## src/hdl/msfb_pkg.sv

```systemverilog
// Package for the Modbus stop frame builder: payload structs, frame constants
// and the CRC-16/Modbus byte update function.
// Depends on nothing; every other file of the block imports it.
package msfb_pkg;

  // Configuration register indexes.
  localparam int CFG_IDX_W = 2;
  localparam int CFG_DATA_W = 16;
  localparam logic [CFG_IDX_W-1:0] CFG_NODE_ADDR  = 2'd0;
  localparam logic [CFG_IDX_W-1:0] CFG_SIDE_A_REG = 2'd1;
  localparam logic [CFG_IDX_W-1:0] CFG_SIDE_B_REG = 2'd2;

  // Reset values of the configuration registers.
  localparam logic [7:0]  NODE_ADDR_RST  = 8'd1;
  localparam logic [15:0] SIDE_A_REG_RST = 16'd14;
  localparam logic [15:0] SIDE_B_REG_RST = 16'd29;

  // Frame constants.
  localparam logic [7:0]  FUNC_WRITE_SINGLE = 8'h06;
  localparam logic [15:0] CRC_INIT = 16'hFFFF;
  localparam logic [15:0] CRC_POLY = 16'hA001;
  localparam int          QUEUE_DEPTH_DEF = 2;

  // Byte positions within the eight-byte frame.
  localparam logic [2:0] POS_ADDR    = 3'd0;
  localparam logic [2:0] POS_FUNC    = 3'd1;
  localparam logic [2:0] POS_REG_HI  = 3'd2;
  localparam logic [2:0] POS_REG_LO  = 3'd3;
  localparam logic [2:0] POS_VAL_HI  = 3'd4;
  localparam logic [2:0] POS_VAL_LO  = 3'd5;
  localparam logic [2:0] POS_CRC_LO  = 3'd6;
  localparam logic [2:0] POS_CRC_HI  = 3'd7;

  // Side letters.
  localparam logic [7:0] SIDE_A_UC = 8'h41;
  localparam logic [7:0] SIDE_A_LC = 8'h61;
  localparam logic [7:0] SIDE_B_UC = 8'h42;
  localparam logic [7:0] SIDE_B_LC = 8'h62;

  typedef struct packed {
    logic [7:0] side_code;
    logic       stop_request;
  } in_t;

  typedef struct packed {
    logic [7:0] frame_byte;
    logic       last_byte;
  } out_t;

  // Everything the back end needs to produce one frame.
  typedef struct packed {
    logic [7:0]  node_addr;
    logic [15:0] stop_reg;
    logic        stop_on;
  } desc_t;

  // One byte of CRC-16/Modbus, reflected, bit by bit.
  function automatic logic [15:0] crc_byte(input logic [15:0] crc_in, input logic [7:0] b);
    logic [15:0] c;
    c = crc_in ^ {8'h00, b};
    for (int k = 0; k < 8; k++) begin
      if (c[0]) begin
        c = (c >> 1) ^ CRC_POLY;
      end else begin
        c = c >> 1;
      end
    end
    return c;
  endfunction

endpackage

```

## src/hdl/modbus_stop_frame_builder.sv

```systemverilog
// Top level of the Modbus RTU stop frame builder: front end, descriptor
// queue and byte serializer. Depends on msfb_pkg and the msfb_* modules.
//
//   Channel  Direction  Handshake            Payload
//   in_      input      in_valid / in_stall  side_code, stop_request
//   out_     output     out_valid/out_stall  frame_byte, last_byte
//   cfg_     input      cfg_we               cfg_idx, cfg_wdata
//
// A request with side A or B yields an eight-byte function 06 frame, one
// byte per cycle on the byte-wide result channel while out_stall is low;
// the next frame starts after its last byte. The first byte is registered
// in the queue and the output register; unknown sides are taken, yielding nothing.
// Synchronous reset (rst_n low) empties the queue and restores the register
// defaults. An output stall holds the current byte; requests queue until full.
module modbus_stop_frame_builder #(
  parameter int QUEUE_DEPTH = msfb_pkg::QUEUE_DEPTH_DEF
) (
  input  logic                            clk,
  input  logic                            rst_n,
  input  logic                            cfg_we,
  input  logic [msfb_pkg::CFG_IDX_W-1:0]  cfg_idx,
  input  logic [msfb_pkg::CFG_DATA_W-1:0] cfg_wdata,
  input  logic                            in_valid,
  output logic                            in_stall,
  input  msfb_pkg::in_t                   in_data,
  output logic                            out_valid,
  input  logic                            out_stall,
  output msfb_pkg::out_t                  out_data
);
  import msfb_pkg::*;

  logic  q_push;
  logic  q_full;
  logic  q_pop;
  logic  q_empty;
  desc_t q_wdata;
  desc_t q_rdata;

  // Front end decodes the side and snapshots the configuration, so a
  // queued frame carries everything it needs.
  msfb_front u_front (
    .clk       (clk),
    .rst_n     (rst_n),
    .cfg_we    (cfg_we),
    .cfg_idx   (cfg_idx),
    .cfg_wdata (cfg_wdata),
    .in_valid  (in_valid),
    .in_stall  (in_stall),
    .in_data   (in_data),
    .q_full    (q_full),
    .q_push    (q_push),
    .q_wdata   (q_wdata)
  );

  msfb_queue #(
    .DEPTH (QUEUE_DEPTH)
  ) u_queue (
    .clk   (clk),
    .rst_n (rst_n),
    .push  (q_push),
    .wdata (q_wdata),
    .full  (q_full),
    .pop   (q_pop),
    .empty (q_empty),
    .rdata (q_rdata)
  );

  // The back end keeps the head descriptor in the queue until the last
  // byte of its frame is loaded into the output register.
  msfb_back u_back (
    .clk       (clk),
    .rst_n     (rst_n),
    .q_empty   (q_empty),
    .q_rdata   (q_rdata),
    .q_pop     (q_pop),
    .out_valid (out_valid),
    .out_stall (out_stall),
    .out_data  (out_data)
  );

endmodule

```

## src/hdl/msfb_front.sv

```systemverilog
// Front end of the Modbus stop frame builder: configuration registers, side
// decoding and capture of a frame descriptor. Depends on msfb_pkg.
module msfb_front (
  input  logic                           clk,
  input  logic                           rst_n,
  input  logic                           cfg_we,
  input  logic [msfb_pkg::CFG_IDX_W-1:0] cfg_idx,
  input  logic [msfb_pkg::CFG_DATA_W-1:0] cfg_wdata,
  input  logic                           in_valid,
  output logic                           in_stall,
  input  msfb_pkg::in_t                  in_data,
  input  logic                           q_full,
  output logic                           q_push,
  output msfb_pkg::desc_t                q_wdata
);
  import msfb_pkg::*;

  logic [7:0]  node_addr_r;
  logic [15:0] side_a_reg_r;
  logic [15:0] side_b_reg_r;
  logic        is_a;
  logic        is_b;

  always_ff @(posedge clk) begin
    if (!rst_n) begin
      node_addr_r  <= NODE_ADDR_RST;
      side_a_reg_r <= SIDE_A_REG_RST;
      side_b_reg_r <= SIDE_B_REG_RST;
    end else if (cfg_we) begin
      case (cfg_idx)
        CFG_NODE_ADDR:  node_addr_r  <= cfg_wdata[7:0];
        CFG_SIDE_A_REG: side_a_reg_r <= cfg_wdata;
        CFG_SIDE_B_REG: side_b_reg_r <= cfg_wdata;
        default: ;
      endcase
    end
  end

  always_comb begin
    is_a = (in_data.side_code inside {SIDE_A_UC, SIDE_A_LC});
    is_b = (in_data.side_code inside {SIDE_B_UC, SIDE_B_LC});
  end

  // Unknown sides are accepted and dropped here.
  assign in_stall = q_full;
  assign q_push   = in_valid && !q_full && (is_a || is_b);

  always_comb begin
    q_wdata.node_addr = node_addr_r;
    q_wdata.stop_reg  = is_a ? side_a_reg_r : side_b_reg_r;
    q_wdata.stop_on   = in_data.stop_request;
  end

endmodule

```

## src/hdl/msfb_queue.sv

```systemverilog
// Small descriptor queue between front and back end of the Modbus stop
// frame builder. Depends on msfb_pkg.
module msfb_queue #(
  parameter int DEPTH = msfb_pkg::QUEUE_DEPTH_DEF
) (
  input  logic            clk,
  input  logic            rst_n,
  input  logic            push,
  input  msfb_pkg::desc_t wdata,
  output logic            full,
  input  logic            pop,
  output logic            empty,
  output msfb_pkg::desc_t rdata
);
  import msfb_pkg::*;

  localparam int PW = (DEPTH > 1) ? $clog2(DEPTH) : 1;
  localparam int CW = $clog2(DEPTH + 1);

  desc_t           mem_r [DEPTH];
  logic [PW-1:0]   wptr_r, wptr_nxt;
  logic [PW-1:0]   rptr_r, rptr_nxt;
  logic [CW-1:0]   cnt_r, cnt_nxt;
  logic            do_push, do_pop;

  assign full    = (cnt_r == CW'(DEPTH));
  assign empty   = (cnt_r == '0);
  assign do_push = push && !full;
  assign do_pop  = pop && !empty;
  assign rdata   = mem_r[rptr_r];

  always_comb begin
    wptr_nxt = wptr_r;
    rptr_nxt = rptr_r;
    cnt_nxt  = cnt_r;
    if (do_push) begin
      wptr_nxt = (wptr_r == PW'(DEPTH - 1)) ? '0 : wptr_r + 1'b1;
    end
    if (do_pop) begin
      rptr_nxt = (rptr_r == PW'(DEPTH - 1)) ? '0 : rptr_r + 1'b1;
    end
    if (do_push && !do_pop) begin
      cnt_nxt = cnt_r + 1'b1;
    end else if (do_pop && !do_push) begin
      cnt_nxt = cnt_r - 1'b1;
    end
  end

  always_ff @(posedge clk) begin
    if (!rst_n) begin
      wptr_r <= '0;
      rptr_r <= '0;
      cnt_r  <= '0;
    end else begin
      wptr_r <= wptr_nxt;
      rptr_r <= rptr_nxt;
      cnt_r  <= cnt_nxt;
    end
  end

  always_ff @(posedge clk) begin
    if (do_push) begin
      mem_r[wptr_r] <= wdata;
    end
  end

endmodule

```

## src/hdl/msfb_back.sv

```systemverilog
// Back end of the Modbus stop frame builder: serializes one descriptor into
// eight frame bytes and folds the CRC in as the bytes go out. Depends on msfb_pkg.
module msfb_back (
  input  logic            clk,
  input  logic            rst_n,
  input  logic            q_empty,
  input  msfb_pkg::desc_t q_rdata,
  output logic            q_pop,
  output logic            out_valid,
  input  logic            out_stall,
  output msfb_pkg::out_t  out_data
);
  import msfb_pkg::*;

  logic [2:0]  pos_r, pos_nxt;
  logic [15:0] crc_r, crc_nxt;
  logic        out_valid_r, out_valid_nxt;
  out_t        out_data_r, out_data_nxt;
  logic        can_load;
  logic        load;
  logic [7:0]  cur_byte;
  logic [15:0] crc_base;

  assign can_load = !out_valid_r || !out_stall;
  assign load     = can_load && !q_empty;
  assign q_pop    = load && (pos_r == POS_CRC_HI);
  assign crc_base = (pos_r == POS_ADDR) ? CRC_INIT : crc_r;

  always_comb begin
    case (pos_r)
      POS_ADDR:   cur_byte = q_rdata.node_addr;
      POS_FUNC:   cur_byte = FUNC_WRITE_SINGLE;
      POS_REG_HI: cur_byte = q_rdata.stop_reg[15:8];
      POS_REG_LO: cur_byte = q_rdata.stop_reg[7:0];
      POS_VAL_HI: cur_byte = 8'h00;
      POS_VAL_LO: cur_byte = {7'd0, q_rdata.stop_on};
      POS_CRC_LO: cur_byte = crc_r[7:0];
      POS_CRC_HI: cur_byte = crc_r[15:8];
      default:    cur_byte = 8'h00;
    endcase
  end

  always_comb begin
    pos_nxt       = pos_r;
    crc_nxt       = crc_r;
    out_valid_nxt = out_valid_r;
    out_data_nxt  = out_data_r;
    if (can_load) begin
      out_valid_nxt = load;
    end
    if (load) begin
      pos_nxt                 = pos_r + 1'b1;
      out_data_nxt.frame_byte = cur_byte;
      out_data_nxt.last_byte  = (pos_r == POS_CRC_HI);
      if (pos_r <= POS_VAL_LO) begin
        crc_nxt = crc_byte(crc_base, cur_byte);
      end
    end
  end

  always_ff @(posedge clk) begin
    if (!rst_n) begin
      pos_r       <= POS_ADDR;
      out_valid_r <= 1'b0;
    end else begin
      pos_r       <= pos_nxt;
      out_valid_r <= out_valid_nxt;
    end
  end

  always_ff @(posedge clk) begin
    crc_r      <= crc_nxt;
    out_data_r <= out_data_nxt;
  end

  assign out_valid = out_valid_r;
  assign out_data  = out_data_r;

endmodule
```

## config.mk

```make
export PLATFORM = sky130hd
export DESIGN_NAME = modbus_stop_frame_builder
export DESIGN_NICKNAME = d
export VERILOG_FILES = /design/src/hdl/msfb_pkg.sv /design/src/hdl/modbus_stop_frame_builder.sv /design/src/hdl/msfb_front.sv /design/src/hdl/msfb_queue.sv /design/src/hdl/msfb_back.sv
export SDC_FILE = /design/constraint.sdc
export NUM_CORES = 1
export LEC_CHECK = 0
export BUFFER_PORTS_ARGS = -buffer_cell sky130_fd_sc_hd__buf_2
export CORE_ASPECT_RATIO = 0.9
export CORE_UTILIZATION = 33
export DETAILED_ROUTE_END_ITERATION = 6
export GPL_TIMING_DRIVEN = 0
export PLACE_DENSITY = 0.57
export SLEW_MARGIN = 20
export SYNTH_ARGS = -nofsm -noshare
export SYNTH_HDL_FRONTEND = slang
export SYNTH_SLANG_ARGS = --single-unit
```

## constraint.sdc

```tcl
create_clock -name clk -period 3.5 [get_ports clk]
set_clock_uncertainty 0.2 [all_clocks]
set_input_delay 1.05 -clock clk [delete_from_list [all_inputs] [get_ports clk]]
set_output_delay 1.05 -clock clk [all_outputs]
set_load 0.02 [all_outputs]
```

==> results of run 1 <==
## worst min-delay path by stage
stage | endpoint | slack, ps | cells after the start
final | u_front.side_a_reg_r[3] | 270 | 2
after global routing | u_queue.mem_r[0][21] | 270 | 0
after CTS | u_queue.mem_r[0][21] | 270 | 0
after detailed placement | u_queue.mem_r[1][21] | 250 | 0
after global placement | u_queue.mem_r[0][21] | 240 | 0
after floorplan | u_queue.mem_r[0][17] | 220 | 0
## area by class of cell
| cell class | count | area, sq um |
|---|---|---|
| Buffer | 23 | 112.6 |
| Clock buffer | 23 | 543.0 |
| Clock inverter | 9 | 66.31 |
| Fill cell | 1553 | 9570 |
| Inverter | 6 | 22.52 |
| Multi-Input combinational cell | 288 | 2057 |
| Sequential cell | 124 | 3233 |
| Tap cell | 207 | 259.0 |
| Timing Repair Buffer | 41 | 211.5 |
## power breakdown
part | leakage, nW | switching (W) | internal, W | total [W]
Clock | 0.305 | 0.000653 | 0.00110 | 0.00175
Sequential | 1.03 | 0.0000120 | 0.00157 | 0.00158
Combinational | 0.907 | 0.0000896 | 0.0000758 | 0.000165
## Yosys cell counts (2+ instances only)
| library cell | number |
|---|---|
| clkbuf_1 | 16 |
| a21boi_0 | 28 |
| mux2_2 | 23 |
| buf_2 | 2 |
| nor2_1 | 15 |
| xor2_1 | 5 |
| inv_1 | 6 |
| ha_1 | 7 |
| or3_1 | 2 |
| and3b_1 | 2 |
| a22o_1 | 2 |
| a22oi_2 | 2 |
| a211oi_1 | 3 |
| and2_1 | 7 |
| buf_6 | 3 |
| nand3_1 | 8 |
| xnor2_1 | 25 |
| o22a_1 | 3 |
| nor2b_1 | 16 |
| mux2i_1 | 24 |
| edfxtp_1 | 75 |
| o21ai_0 | 3 |
| nand2_1 | 74 |
| or2_2 | 6 |
| a21oi_1 | 6 |
| nand4b_1 | 2 |
| a222oi_1 | 3 |
| a31oi_1 | 2 |
| dfxtp_1 | 49 |
## registers in the layout, indices dropped and copies added, names as in the netlist, named ones only
name,flops
u_queue.wptr_r,1
u_front.node_addr_r,8
u_queue.mem_r,50
u_front.side_a_reg_r,16
u_back.pos_r,3
u_front.side_b_reg_r,16
u_queue.cnt_r,2
u_queue.rptr_r,1
u_back.out_valid,1
u_back.out_data,9
u_back.crc_r,16
## cells by family (layout without fill, tap and decap cells)
group | after synthesis | count (layout)
XOR/XNOR | 32 | 32
buffers and inverters | 29 | 102
multiplexers | 47 | 47
flip-flops | 124 | 124
adder cells (fa/ha/maj) | 7 | 7
AO/OA/AOI/OAI | 63 | 63
AND/OR/NAND/NOR | 139 | 139
## per-layer routing
layer / track usage (%) / vias to the layer above / routed length (um)
li1: - / 1687 / -
met1: 20.37 / 1622 / 5556
met2: 21.46 / 88 / 4967
met3: 3.936 / 15 / 530
met4: 6.799 / 0 / 198
met5: 0 / - / 0
## worst reg2reg max path: stages (launching register included)
cell	delay, ps
dfxtp_1	460
ha_1	240
ha_1	180
clkbuf_1	410
a222oi_1	220
a22oi_2	310
xnor2_1	170
xnor2_1	160
xnor3_2	510
xnor2_1	150
## per-stage QoR
stage / setup WS [ps] / area (sq um)
6_report: 224.1 / 6505
3_5_place_dp: -74.89 / 5896
5_1_grt: 72.41 / 6505
3_3_place_gp: -713.7 / 5868
4_1_cts: 227.8 / 6505
2_1_floorplan: 70.94 / 5409
==> results.py, run 1 <==
metrics = {
    "global_route": {
        "overflow": 0,
        "track_usage_pct": 14.75,
        "antenna_found_initial": 0,
        "grt_pass1_vias": 3313,
        "grt_max_degree": 27,
        "grt_pass1_wl_mm": 17.88,
    },
    "placement": {
        "hpwl_mm": 7.990,
        "dp_cells": 689,
        "gp_congestion": 0.7572,
        "place.port_buffers": 40,
    },
    "floorplan": {
        "dieArea_sq_um": 16910,
        "rows": 44,
        "io_pins": 43,
        "fp.dieW_um": 137.0,
        "fp.coreArea_sq_um": 16080,
        "start_util_pct": 33.65,
        "fp.dieH_um": 123.5,
    },
    "cts": {
        "path_clk_slew_ps": 60,
        "cts_tree": "done",
        "cts_sinks": 124,
        "clock_latency_ps": 420,
        "cts_hold_buf": 0,
        "htreeDepth": 4,
        "post_cts_buffers": 0,
        "cts-buffers-inserted": 17,
        "root_buffer": "clkbuf_16",
        "cts.path.max_buffers": 2,
        "ctsResizeCount": 0,
    },
    "power": {
        "power_per_cell_area_nw_per_um2": 538.3,
        "power_w": 0.003502,
        "p_leak_nw": 2.238,
        "ir_drop_mv": 0.3921,
    },
    "route": {
        "first_pass_iters": 4,
        "drtIter0Drc": 202,
        "avgRoutedWirePerCell_um": 15.61,
        "viasPerCell": 4.732,
        "wirelength_mm": 11.25,
        "vias": 3412,
        "drc_errors": 0,
        "antenna_left": 0,
    },
    "worst_setup_path": {
        "crit_path_start_kind": "flip-flop",
        "worst-endpoint-arrival_ps": 3240,
        "r2r_cells": 9,
        "path_cells": "ha_1, ha_1, clkbuf_1, a222oi_1, a22oi_2, xnor2_1, xnor2_1, xnor3_2, xnor2_1",
        "crit_start": "u_back.pos_r[1]",
        "crit_top_cell": "xnor2_1",
        "r2r-start": "u_back.pos_r[1]",
        "worst-path-stages": 9,
        "cp_slowest_cell": "xnor3_2",
        "path_max_fanout": 9,
        "crit_path_end_kind": "flip-flop",
        "critical_path_buf_inv_count": 1,
        "required_ps": 3460,
        "crit_end": "u_back.crc_r[14]",
        "critPathTopFamily": "XOR/XNOR gates",
        "worstSetupPathType": "reg -> reg",
        "r2r_end": "u_back.crc_r[14]",
        "ff2ff_setup_slack_ps": 220,
        "critical_path.max_stage_delay_ps": 510,
    },
    "yosys": {
        "ys_types": 51,
        "netlist_area_sq_um": 5409,
        "synthesis.instances": 441,
        "avgSynthCellArea_sq_um": 12.27,
        "seq_area_frac_synth_pct": 59.77,
        "ys_warn_count": 0,
        "synth_top_flop_cell": "edfxtp_1",
        "syn-num-nets": 480,
        "synthMuxAreaShare_pct": 9.230,
        "synth_top_cell_by_area": "edfxtp_1",
        "yosys-top-cells-area": "edfxtp_1, dfxtp_1, nand2_1",
        "synth_top_family_by_area": "simple AND/OR/NAND/NOR gates",
        "yosys.area_share.simple_pct": 12.10,
        "synth-xor-area-share_pct": 5.598,
        "ys_seq_elements": 124,
        "synth_top_area_share_pct": 41.64,
        "async_flop_share_pct": 0,
        "synth_fa_ha_area_share_pct": 1.619,
        "synth_edf_count": 75,
        "synth_compound_area_share_pct": 9.183,
    },
    "sta": {
        "fmax_mhz": 305.3,
        "worst_pin_slew_ps": 822.2,
        "tns_ps": 0,
        "finalCritPeriodShare_pct": 93.60,
        "finalHoldViolations": 0,
        "fin_crit_ps": 3276,
        "holdWs_ps": 265.1,
        "setup_viol": 0,
        "max-slew-margin-rel_pct": 45.19,
        "rsz0062_at_grt": "false",
        "drv_slew": 0,
    },
    "cells_and_area": {
        "area_delta_synth_final_pct": 20.26,
        "final_cell_mix": "edfxtp_1, nand2_1, dfxtp_1",
        "final_util_pct": 40.47,
        "final_cells": 721,
        "nets": 540,
        "layout_commonest_cell": "edfxtp_1",
        "n_antenna_cell": 0,
        "drive_gt1_share_pct": 23.15,
    },
    "hold_path": {
        "hold_path.class": "reg -> reg",
        "hp-start": "u_front.side_a_reg_r[3]",
    },
    "outcome": {
        "outcome": "finished, final reports clean",
    },
    "job": {
        "cap_violations": 0,
    },
}
(Power assumes the default switching activity.)
==> run 2: changes to the inputs <==
- CAP_MARGIN: default -> 20
- REMOVE_ABC_BUFFERS: default -> 1
==> run 2 against run 1 <==
Net effect:
- sequential share of layout area up 0.16 points
- clock power up 4%
- sequential power about the same
- flip-flop and latch count unchanged
- non-clock buffer count down 18
- power up 1.8%
- fmax up 0.74%
- global-route usage down 0.53 points
==> results.py, run 2 (synthesis gave the netlist of run 1 again) <==
metrics = {
    "outcome": {
        "outcome": "finished, final reports clean",
    },
    "worst_setup_path": {
        "worst-endpoint-arrival_ps": 3210,
        "required_ps": 3450,
        "critical_path_buf_inv_count": 2,
        "r2r-start": "u_back.pos_r[1]",
        "path_max_fanout": 8,
        "crit_path_start_kind": "flip-flop",
        "crit_top_cell": "xnor2_1",
        "crit_path_end_kind": "flip-flop",
        "critPathTopFamily": "XOR/XNOR gates",
        "path_cells": "inv_1, ha_1, nor3_4, buf_4, a21oi_1, a22oi_2, xnor2_1, xnor2_1, xnor3_2, xnor2_1",
        "critical_path.max_stage_delay_ps": 510,
        "crit_start": "u_back.pos_r[1]",
        "worstSetupPathType": "reg -> reg",
        "cp_slowest_cell": "dfxtp_1",
    },
    "floorplan": {
        "io_pins": 43,
        "fp.dieH_um": 123.5,
        "rows": 44,
        "fp.coreArea_sq_um": 16080,
        "dieArea_sq_um": 16910,
        "fp.dieW_um": 137.0,
        "start_util_pct": 33.65,
    },
    "route": {
        "avgRoutedWirePerCell_um": 15.50,
        "drtIter0Drc": 212,
        "viasPerCell": 4.767,
        "wirelength_mm": 10.89,
        "antenna_left": 0,
        "drc_errors": 0,
        "vias": 3351,
        "first_pass_iters": 4,
    },
    "cts": {
        "cts_hold_buf": 0,
        "htreeDepth": 4,
        "cts_tree": "done",
        "cts.path.max_buffers": 2,
        "path_clk_slew_ps": 60,
        "root_buffer": "clkbuf_16",
        "clock_latency_ps": 420,
        "ctsResizeCount": 0,
        "cts_sinks": 124,
        "cts-buffers-inserted": 17,
        "post_cts_buffers": 0,
    },
    "power": {
        "p_leak_nw": 2.225,
        "power_per_cell_area_nw_per_um2": 549.2,
        "ir_drop_mv": 0.3241,
    },
    "cells_and_area": {
        "n_antenna_cell": 0,
        "final_cell_mix": "edfxtp_1, nand2_1, dfxtp_1",
        "area_delta_synth_final_pct": 20.01,
        "final_util_pct": 40.38,
        "largest-register": "u_queue.mem_r",
        "nets": 522,
        "drive_gt1_share_pct": 24.80,
        "layout_commonest_cell": "edfxtp_1",
        "n_fill_cell": 1534,
        "largest_reg_flops": 50,
    },
    "hold_path": {
        "hold_path.class": "reg -> reg",
        "hp-start": "u_front.node_addr_r[2]",
    },
    "placement": {
        "post-place-ws_ps": 161.9,
        "hpwl_mm": 7.032,
        "gp_congestion": 0.7398,
        "place.port_buffers": 41,
    },
    "job": {
        "cap_violations": 0,
    },
    "sta": {
        "fmax_mhz": 307.5,
        "rsz0062_at_grt": "false",
        "finalHoldViolations": 0,
        "finalCritPeriodShare_pct": 92.91,
        "setup_slack_ps": 248.1,
        "max-slew-margin-rel_pct": 41.26,
        "fin_crit_ps": 3252,
        "worst_pin_slew_ps": 881.1,
        "setup_viol": 0,
        "drv_slew": 0,
    },
    "global_route": {
        "grt_pass1_wl_mm": 17.60,
        "track_usage_pct": 14.22,
        "antenna_found_initial": 0,
        "overflow": 0,
        "grt_pass1_vias": 3418,
        "grt_max_degree": 50,
    },
}
==> run 2: routing by layer <==
| layer | vias up | global-route usage [%] | wire length [um] |
|---|---|---|---|
| li1 | 1655 | - | - |
| met1 | 1635 | 18.63 | 5361 |
| met2 | 57 | 21.88 | 4999 |
| met3 | 4 | 4.633 | 444 |
| met4 | 0 | 5.220 | 90 |
| met5 | - | 0 | 0 |
==> run 2: metrics by stage <==
stage                     power [W]  std cells  hold slack, ps  cell area [sq um]  TNS, ps
after floorplan            0.001714        418           224.9               5296    -4287
after global placement     0.001766        666           243.2               5761   -44680
after detailed placement   0.001775        671           249.6               5854        0
after CTS                  0.003605        703           260.7               6482        0
after global routing       0.003687        703           268.1               6491        0
final                      0.003565        703           261.3               6491        0
==> run 2: area by class of cell <==
cell class | instances | area, sq um | area share, %
Multi-Input combinational cell | 288 | 2078 | 32.02
Clock inverter | 12 | 160.2 | 2.467
Sequential cell | 124 | 3237 | 49.86
Clock buffer | 20 | 467.9 | 7.209
Timing Repair Buffer | 46 | 266.5 | 4.106
Inverter | 6 | 22.52 | 0.3470
Tap cell | 207 | 259.0 | 3.990
==> run 2: worst paths after layout <==
path	endpoint	slack [ps]	depth (start not counted)
worst min-delay path	u_queue.mem_r[0][19]	260	0
worst min register to register	u_queue.mem_r[0][19]	260	0
worst max register to register	u_back.crc_r[15]	250	10
worst max-delay path	u_back.crc_r[15]	250	10
==> run 2: report_power, final <==
| part | switching, W | total [W] | internal, W | leakage (nW) |
|---|---|---|---|---|
| sequential | 0.0000122 | 0.00158 | 0.00157 | 1.03 |
| combinational | 0.0000854 | 0.000161 | 0.0000758 | 0.893 |
| clock | 0.000636 | 0.00182 | 0.00118 | 0.306 |
